==> config.mk <==
export PLATFORM = sky130hd
export DESIGN_NAME = stable_priority_queue
export DESIGN_NICKNAME = d
export VERILOG_FILES = /design/src/hdl/spq_pkg.sv /design/src/hdl/spq_cell.sv /design/src/hdl/stable_priority_queue.sv
export SDC_FILE = /design/constraint.sdc
export NUM_CORES = 1
export LEC_CHECK = 0
export BUFFER_PORTS_ARGS = -buffer_cell sky130_fd_sc_hd__buf_2
export CAP_MARGIN = 20
export CELL_PAD_IN_SITES_DETAIL_PLACEMENT = 0
export CELL_PAD_IN_SITES_GLOBAL_PLACEMENT = 1
export CORE_MARGIN = 10
export CORE_UTILIZATION = 35
export CTS_CLUSTER_DIAMETER = 120
export DETAILED_ROUTE_END_ITERATION = 10
export GPL_ROUTABILITY_DRIVEN = 1
export PLACE_DENSITY_LB_ADDON = 0.1
export SKIP_LAST_GASP = 1
export SYNTH_ARGS = -nofsm -noshare
export SYNTH_HDL_FRONTEND = slang
export SYNTH_SLANG_ARGS = --single-unit
export TNS_END_PERCENT = 50
==> constraint.sdc <==
create_clock -name clk -period 6.4 [get_ports clk]
set_input_delay 1.28 -clock clk [delete_from_list [all_inputs] [get_ports clk]]
set_output_delay 1.28 -clock clk [all_outputs]
set_load 0.05 [all_outputs]
==> src/hdl/spq_pkg.sv <==
// Shared constants, codes and types for the sorted-list priority queue.
// No dependencies; imported by every module of the block.
package spq_pkg;

  localparam int CAPACITY   = 16;
  localparam int PRIO_BITS  = 3;
  localparam int VALUE_BITS = 32;
  localparam int COUNT_BITS = $clog2(CAPACITY + 1);

  localparam logic CMD_PUSH = 1'b0;
  localparam logic CMD_POP  = 1'b1;

  typedef enum logic [1:0] {
    ST_OK    = 2'd0,
    ST_EMPTY = 2'd1,
    ST_FULL  = 2'd2
  } status_t;

  typedef struct packed {
    logic signed [VALUE_BITS-1:0] value;
    logic [PRIO_BITS-1:0]         prio;
  } entry_t;

  // Operation broadcast to every cell in the chain.
  typedef struct packed {
    logic   push;
    logic   pop;
    entry_t item;
  } cell_op_t;

  // Per-cell position relative to the fill count.
  typedef struct packed {
    logic occ;
    logic at_tail;
  } cell_pos_t;

endpackage

==> src/hdl/spq_cell.sv <==
// One slot of the sorted chain: holds an entry, shifts right on insert ahead
// of it, takes the new entry at its insertion point, shifts left on pop.
// Depends on spq_pkg.
module spq_cell
  import spq_pkg::*;
(
  input  logic      clk,
  input  cell_op_t  op,
  input  cell_pos_t pos,
  input  logic      left_greater,
  input  entry_t    left_entry,
  input  entry_t    right_entry,
  output logic      greater,
  output entry_t    entry
);

  logic take_new;

  // Held entry is served after the incoming one.
  assign greater  = pos.occ && (entry.prio > op.item.prio);
  assign take_new = !left_greater && (greater || pos.at_tail);

  always_ff @(posedge clk) begin
    if (op.push) begin
      if (left_greater) begin
        entry <= left_entry;
      end else if (take_new) begin
        entry <= op.item;
      end
    end else if (op.pop) begin
      entry <= right_entry;
    end
  end

endmodule

==> src/hdl/stable_priority_queue.sv <==
// Sorted-list priority queue built as a chain of CAPACITY cells.
// The result is strobed on done in the cycle after the transfer is taken.
// Throughput: one push or pop per cycle outside reset; every cell compares and shifts at once.
// Reset: synchronous, active high; empties the queue, busy is high during reset.
// The receiver cannot stall: each result is shown for exactly one cycle.
// Depends on spq_pkg and spq_cell.
module stable_priority_queue
  import spq_pkg::*;
(
  input  logic                         clk,
  input  logic                         rst,
  input  logic                         start,
  output logic                         busy,
  input  logic                         cmd,
  input  logic signed [VALUE_BITS-1:0] value_in,
  input  logic [PRIO_BITS-1:0]         priority_in,
  output logic                         done,
  output logic signed [VALUE_BITS-1:0] value_out,
  output logic [1:0]                   status,
  output logic [COUNT_BITS-1:0]        occupancy
);

  logic                  accept;
  logic                  is_full;
  logic                  is_empty;
  logic [COUNT_BITS-1:0] count;
  logic [COUNT_BITS-1:0] count_next;
  cell_op_t              op;
  cell_pos_t             pos     [CAPACITY];
  logic                  greater [CAPACITY];
  entry_t                entries [CAPACITY];

  // Only reset holds off a transfer; no operation keeps the queue busy.
  assign busy     = rst;
  assign accept   = start && !busy;
  assign is_full  = (count == COUNT_BITS'(CAPACITY));
  assign is_empty = (count == '0);

  // Broadcast the operation; drop a push onto a full queue, a pop on an empty one.
  assign op.push       = accept && (cmd == CMD_PUSH) && !is_full;
  assign op.pop        = accept && (cmd == CMD_POP) && !is_empty;
  assign op.item.value = value_in;
  assign op.item.prio  = priority_in;

  always_comb begin
    count_next = count;
    if (op.push) begin
      count_next = count + COUNT_BITS'(1);
    end else if (op.pop) begin
      count_next = count - COUNT_BITS'(1);
    end
  end

  genvar gi;
  generate
    for (gi = 0; gi < CAPACITY; gi++) begin : g_cell
      // Slots below the fill count are occupied; the slot at the count is the tail.
      assign pos[gi].occ     = (COUNT_BITS'(gi) < count);
      assign pos[gi].at_tail = (COUNT_BITS'(gi) == count);

      if (gi == 0) begin : g_head
        spq_cell u_cell (
          .clk          (clk),
          .op           (op),
          .pos          (pos[gi]),
          .left_greater (1'b0),
          .left_entry   (op.item),
          .right_entry  ((CAPACITY > 1) ? entries[(gi + 1) % CAPACITY] : op.item),
          .greater      (greater[gi]),
          .entry        (entries[gi])
        );
      end else if (gi == CAPACITY - 1) begin : g_tail
        // Last slot: nothing to its right, a pop leaves stale data past the count.
        spq_cell u_cell (
          .clk          (clk),
          .op           (op),
          .pos          (pos[gi]),
          .left_greater (greater[gi - 1]),
          .left_entry   (entries[gi - 1]),
          .right_entry  (entries[gi]),
          .greater      (greater[gi]),
          .entry        (entries[gi])
        );
      end else begin : g_mid
        spq_cell u_cell (
          .clk          (clk),
          .op           (op),
          .pos          (pos[gi]),
          .left_greater (greater[gi - 1]),
          .left_entry   (entries[gi - 1]),
          .right_entry  (entries[gi + 1]),
          .greater      (greater[gi]),
          .entry        (entries[gi])
        );
      end
    end
  endgenerate

  // Fill count and transfer strobe.
  always_ff @(posedge clk) begin
    if (rst) begin
      count <= '0;
      done  <= 1'b0;
    end else begin
      count <= count_next;
      done  <= accept;
    end
  end

  // Result register: value only for a successful pop, status codes for rejects.
  always_ff @(posedge clk) begin
    if (accept) begin
      value_out <= op.pop ? entries[0].value : '0;
      occupancy <= count_next;
      if (cmd == CMD_PUSH) begin
        status <= is_full ? ST_FULL : ST_OK;
      end else begin
        status <= is_empty ? ST_EMPTY : ST_OK;
      end
    end
  end

endmodule

=== Yosys cells after proc, flatten, opt, wreduce, memory -nomap -nowiden ===
Index checks and enable logic that the tools add are counted.

* Bits of input ports: 39
* Register bits after elaboration: 605

* Reductions and logical operators: 89
* Eq/ne operators: 31
* Muxes and demuxes: 66
* Bitwise logic cells: 1
* $lt $le $gt $ge: 32
* Add/subtract/negate cells: 2

{| class="wikitable"
|+ Operators by type and width
! operator !! count
|-
| $mux W35 || 61
|-
| $gt A3 B3 Y1 || 16
|-
| $eq A4 B5 Y1 const A || 8
|-
| $lt A4 B5 Y1 const A || 8
|-
| $ne A3 B1 Y1 const B || 13
|-
| $logic_and A1 B1 Y1 || 36
|-
| $reduce_and A2 Y1 || 16
|-
| $eq A3 B5 Y1 const A || 4
|-
| $lt A3 B5 Y1 const A || 4
|-
| $logic_not A1 Y1 || 18
|-
| $logic_or A1 B1 Y1 || 16
|-
| $eq A2 B5 Y1 const A || 2
|-
| $lt A1 B5 Y1 const A || 2
|-
| $lt A2 B5 Y1 const A || 2
|-
| $mux W5 || 2
|-
| $add A5 B1 Y5 const B || 1
|-
| $eq A1 B5 Y1 const A || 1
|-
| $eq A5 B5 Y1 const B || 1
|-
| $logic_not A5 Y1 || 1
|-
| $sub A5 B1 Y5 const B || 1
|-
| $mux W2 || 2
|-
| $reduce_bool A2 Y1 || 2
|-
| $ne A3 B2 Y1 const B || 1
|-
| $ne A2 B2 Y1 const B || 1
|-
| other kinds (2) || 2
|}

=== Logic depth before layout (Yosys ltp) ===
* Word-level depth: 7
* Mapped depth: 10

=== Cells and area by module ===
Synthesis repeated with hierarchy kept, for this count alone.

* Cells, all modules: 2,820
* Area, all modules: 32,738.9 µm²

{| class="wikitable"
|+ By module, submodules not included
! module !! instances !! seq. area each (µm²) !! area an instance (µm²) !! cells each
|-
| spq_cell (g_cell[0].g_head.u_cell ...) || 9 || 1,051.0 || 1,915.6 || 165
|-
| spq_cell (g_cell[3].g_mid.u_cell ...) || 7 || 1,051.0 || 1,900.6 || 165
|-
| stable_priority_queue || 1 || 1,291.2 || 2,194.6 || 180
|}

=== Least setup slack after synthesis ===
Ideal clock, no wire load.

* Kind: input to register
* From: input rst
* To: register g_cell[3].g_mid.u_cell.entry[0] (netlist name) (enable)
* Setup slack: 1.227 ns
* Stages on the path: 5
* Data arrival time: 4.734 ns
* Setup time: 0.439 ns
* Path buffers: 1
* Cell sequence: nand2b_2 > inv_1 > o21ai_1 > clkbuf_1 > a21oi_1

* Cells in the longest elaborated chain, start to end: 6
* Elaborated cells between the ends (all ways): 9
* Classes of those cells: eq/ne: 1; reduce/logical: 8

{| class="wikitable"
|+ Ends and longest elaborated chain
! item !! line !! source
|-
| start, declared || stable_priority_queue.sv:11 || <nowiki>input logic rst,</nowiki>
|-
| $logic_not A1 Y1 (*) || stable_priority_queue.sv:35 || <nowiki>assign accept = start && !busy;</nowiki>
|-
| $logic_and A1 B1 Y1 (*) || stable_priority_queue.sv:35 ||
|-
| via accept || stable_priority_queue.sv:23 || <nowiki>logic accept;</nowiki>
|-
| $logic_and A1 B1 Y1 (on tied branches) (2 in series) || stable_priority_queue.sv:40, stable_priority_queue.sv:41 ||
|-
| $ne A3 B1 Y1 (no source line) or $reduce_bool A2 Y1 (tied branches) || n/a ||
|-
| $reduce_and A2 Y1 (no source line) (*) || n/a ||
|-
| end signal, assigned || spq_cell.sv:26 || <nowiki>entry <= left_entry;</nowiki>
|-
| end signal, assigned || spq_cell.sv:28 || <nowiki>entry <= op.item;</nowiki>
|-
| end signal, assigned || spq_cell.sv:31 || <nowiki>entry <= right_entry;</nowiki>
|-
| end, declared || spq_cell.sv:14 || <nowiki>output entry_t entry</nowiki>
|}

The timed path passes the listed nets; every way through them passes the cells marked *.
A chain may end at the register's enable or synchronous reset.

=== Final worst setup path ===
* From: input priority_in[1]
* To: register g_cell[10].g_mid.u_cell.entry[22] (netlist name) (enable)

* Cells in the longest elaborated chain, start to end: 6
* Elaborated cells between the ends (all ways): 9
* Classes of those cells: order compare: 2; eq/ne: 1; reduce/logical: 6

{| class="wikitable"
|+ Ends and longest elaborated chain
! item !! line !! source
|-
| start, declared || stable_priority_queue.sv:16 || <nowiki>input logic [PRIO_BITS-1:0] priority_in,</nowiki>
|-
| $gt A3 B3 Y1 || spq_cell.sv:20 || <nowiki>assign greater = pos.occ && (entry.prio > op.item.prio);</nowiki>
|-
| $logic_and A1 B1 Y1 || spq_cell.sv:20 ||
|-
| $logic_not A1 Y1 or $logic_or A1 B1 Y1 (tied branches) || spq_cell.sv:21 || <nowiki>assign take_new = !left_greater && (greater || pos.at_tail);</nowiki>
|-
| $logic_and A1 B1 Y1 || spq_cell.sv:21 ||
|-
| $ne A3 B1 Y1 (no source line) (*) || n/a ||
|-
| $reduce_and A2 Y1 (no source line) (*) || n/a ||
|-
| end signal, assigned || spq_cell.sv:26 ||
|-
| end signal, assigned || spq_cell.sv:28 ||
|-
| end signal, assigned || spq_cell.sv:31 ||
|-
| end, declared || spq_cell.sv:14 ||
|}

Mark *: on every way between the ends. The rest lies on a longest branch, timed or not.

==> impl_metrics.py <==
metrics = {
    "run_status": {
        "outcome": "completed",
    },
    "timing": {
        "tns_ns": 0,
        "setup_violations": 0,
        "relSlewSlack": 0.310,
        "worstMarginPinSlew_ns": 1.03,
        "layout_setup_ws_ns": 2.09,
        "timing.final.crit_share": 0.673,
        "fmax_ghz": 0.232,
        "fin_crit_ns": 4.31,
        "fin_skew_ns": 0.0239,
        "rsz0062_at_grt": "no",
        "drv_slew": 0,
        "hold_viol": 0,
    },
    "flow_run": {
        "drv_cap": 0,
    },
    "worst_setup_path": {
        "r2r-end": "g_cell[14].g_mid.u_cell.entry[31]$_DFFE_PP_",
        "cp_num_buf_inv": 4,
        "startpoint_type": "input port",
        "cp_slowest_cell": "buf_4",
        "worstSetupEndpoint": "g_cell[10].g_mid.u_cell.entry[22]$_DFFE_PP_",
        "cp-end-kind": "flop",
        "cp_num_cells": 10,
        "critPathKind": "in -> reg",
        "crit_family": "buffers and inverters",
        "worstSetupStartpoint": "priority_in[1]",
        "arrival_ns": 4.55,
        "cpPeakStageDelay_ns": 0.59,
        "cp_cell_sequence": "buf_2 -> inv_1 -> ha_1 -> nor2b_1 -> o21a_1 -> o211a_2 -> buf_4 -> a21oi_1 -> a31oi_4 -> buf_4",
        "crit_path_frequent_cell": "buf_4",
        "worstRegToRegCells": 6,
        "rrSetupSlack_ns": 2.54,
        "r2r_start": "count[0]$_SDFF_PP0_",
        "crit_path_max_fanout": 69,
        "required_ns": 6.64,
    },
    "global_routing": {
        "grt_use_met3": 0.0265,
        "grt.met2_usage": 0.219,
        "grt_overflow": 0,
        "antenna_found_initial": 0,
        "grt_pass1_vias": 20900,
        "gr-usage-met1": 0.270,
        "grt_pass1_wl_um": 132000,
        "busiest_layer": "met1",
        "grt_usage": 0.165,
        "grt_max_degree": 199,
    },
    "synthesis": {
        "ys_async_sr_fraction": 0,
        "yosysWarnings": 0,
        "synth.top_cell.area_share": 0.596,
        "ys_ff_latch": 605,
        "ys_seq_area_frac": 0.600,
        "synth.distinct_cells": 46,
        "syn-instance-count": 2751,
        "yosys.area.top_type": "edfxtp_1",
        "synth_nets": 2843,
        "synth_edf_count": 599,
        "syn_area_mm2": 0.0302,
        "syn_avg_cell_area_um2": 11.0,
        "yosys_most_used_dff": "edfxtp_1",
        "synth_area_leaders": "edfxtp_1 60%, o211ai_1 10%, nand2_1 7.3%",
    },
    "floorplan": {
        "die_area_mm2": 0.0984,
        "initial_core_util": 0.353,
        "die_h_um": 314,
        "ios": 80,
        "die_w_um": 314,
        "rows": 107,
        "core_area_mm2": 0.0854,
    },
    "power": {
        "internal_power_mw": 7.18,
        "p_leak_nw": 11.4,
        "sw_frac_of_total": 0.251,
        "clkPwrFrac": 0.405,
        "vdd_drop_max_v": 0.000181,
        "powerDensity_mw_per_mm2": 284,
        "combPwrFrac": 0.095,
        "power.switching_mw": 2.40,
        "sequentialPowerShare": 0.499,
    },
    "placement": {
        "dp_slack_ns": 1.41,
        "dp_hpwl_um": 53900,
        "gp_congestion": 0.758,
        "port_buffers": 79,
    },
    "drt": {
        "drc_errors": 0,
        "viasPerCell": 5.47,
        "ant_nets": 0,
        "dr_total_vias": 21200,
        "post_drt_wl_per_cell_um": 21.4,
        "first_pass_iters": 6,
        "drtIter0Drc": 2046,
        "wirelength_um": 83100,
    },
    "finish": {
        "drive_above_1_share": 0.105,
        "layout_common_cells": "599 x edfxtp_1, 589 x nand2_1, 437 x nand3_1",
        "antennaDiodeCount": 0,
        "syn_to_final_growth_pct": 11.8,
        "layout_commonest_cell": "edfxtp_1",
        "fillers": 8438,
        "nNetsFinal": 2774,
    },
    "cts": {
        "cts_hold_buf": 0,
        "clock_tree.root_cell": "clkbuf_16",
        "cts_resized": 0,
        "clk_path_buf_depth": 3,
        "clkSinkCount": 605,
        "h-tree-depth": 3,
        "cts_tree": "yes",
        "cts_buffers": 73,
        "cts.reportedPaths.clkPinSlew_ns": 0.06,
        "clock_latency_ns": 0.61,
        "cts_setup_buffers": 0,
    },
    "hold_path": {
        "hold_path_class": "reg -> reg",
    },
}
## flip-flops by register name, summed over array words and instances (netlist names)
register	count
g_cell.g_mid.u_cell.entry	490
g_cell.g_head.u_cell.entry	35
g_cell.g_tail.u_cell.entry	35
value_out	32
count	5
occupancy	5
status	2
done	1
## cell usage after synthesis (22+ instances only)
library cell / instances
nor2b_1: 22
o21ai_0: 75
mux2_2: 32
buf_2: 108
o211ai_1: 417
ha_1: 53
and2_1: 34
nand3_1: 437
nand2_1: 589
mux2i_1: 60
inv_1: 31
edfxtp_1: 599
clkbuf_1: 142
## worst min-delay path by stage
stage                                                 start                                           to  slack (ns)  cells past startpoint
3_3_place_gp   g_cell[15].g_tail.u_cell.entry[13]$_DFFE_PP_  g_cell[14].g_mid.u_cell.entry[13]$_DFFE_PP_        0.53                      2
4_1_cts         g_cell[0].g_head.u_cell.entry[24]$_DFFE_PP_                  value_out[21]$_SDFFCE_PN0P_        0.55                      1
3_5_place_dp    g_cell[0].g_head.u_cell.entry[24]$_DFFE_PP_                  value_out[21]$_SDFFCE_PN0P_        0.53                      1
6_report        g_cell[0].g_head.u_cell.entry[20]$_DFFE_PP_                  value_out[17]$_SDFFCE_PN0P_        0.54                      1
2_1_floorplan  g_cell[15].g_tail.u_cell.entry[10]$_DFFE_PP_  g_cell[14].g_mid.u_cell.entry[10]$_DFFE_PP_        0.51                      2
5_1_grt         g_cell[15].g_tail.u_cell.entry[6]$_DFFE_PP_   g_cell[14].g_mid.u_cell.entry[6]$_DFFE_PP_        0.57                      2
## power groups by stage
stage | Combinational (mW) | Sequential (mW) | Clock (mW)
after floorplan | 0.624 | 4.84 | 0
after global placement | 0.887 | 4.86 | 0
after detailed placement | 0.912 | 4.87 | 0
after CTS | 0.915 | 4.79 | 4.00
after global routing | 1.03 | 4.81 | 4.15
final | 0.912 | 4.79 | 3.89
## metrics by stage
step | power, mW | utilization | hold slack [ns] | area, µm² | instances
CTS | 9.70 | 0.394 | 0.548 | 33700 | 3874
finish | 9.58 | 0.395 | 0.545 | 33700 | 3878
global route | 9.98 | 0.395 | 0.569 | 33700 | 3878
detailed placement | 5.78 | 0.368 | 0.535 | 31500 | 3747
floorplan | 5.47 | - | 0.514 | 30200 | 2751
global placement | 5.75 | 0.368 | 0.530 | 31400 | 3745
## kinds of logic after synthesis
| group | count (synthesis) | synth area share |
|---|---|---|
| compound gates | 579 | 0.138 |
| xor+xnor | 6 | 0.00174 |
| fa+ha+maj | 53 | 0.0220 |
| buf+inv | 302 | 0.0433 |
| flops | 605 | 0.600 |
| mux | 92 | 0.0318 |
| simple gates | 1114 | 0.163 |
## routing by layer
metal | part of all wire | up-vias
li1 | - | 10200
met1 | 0.53 | 10200
met2 | 0.39 | 621
met3 | 0.061 | 85
met4 | 0.016 | 0
met5 | 0 | -
## worst register-to-register path, delay by kind of cell, from the launching register on
family | cells | cell delay (ns)
compound gates | 2 | 1.23
buf+inv | 2 | 0.86
flops | 1 | 0.65
simple gates | 1 | 0.62
fa+ha+maj | 1 | 0.33
## cell type report
cell class                 instances  area (µm²)  share of cell area
multi-input combinational       1844       11000               0.326
timing repair buffer             127         893              0.0265
clock buffer                     100        2030              0.0603
clock inverter                    27         151             0.00449
tap                             1144        1430              0.0424
sequential                       605       18100               0.537
inverter                          31         116             0.00345
(Power assumes the default switching activity.)
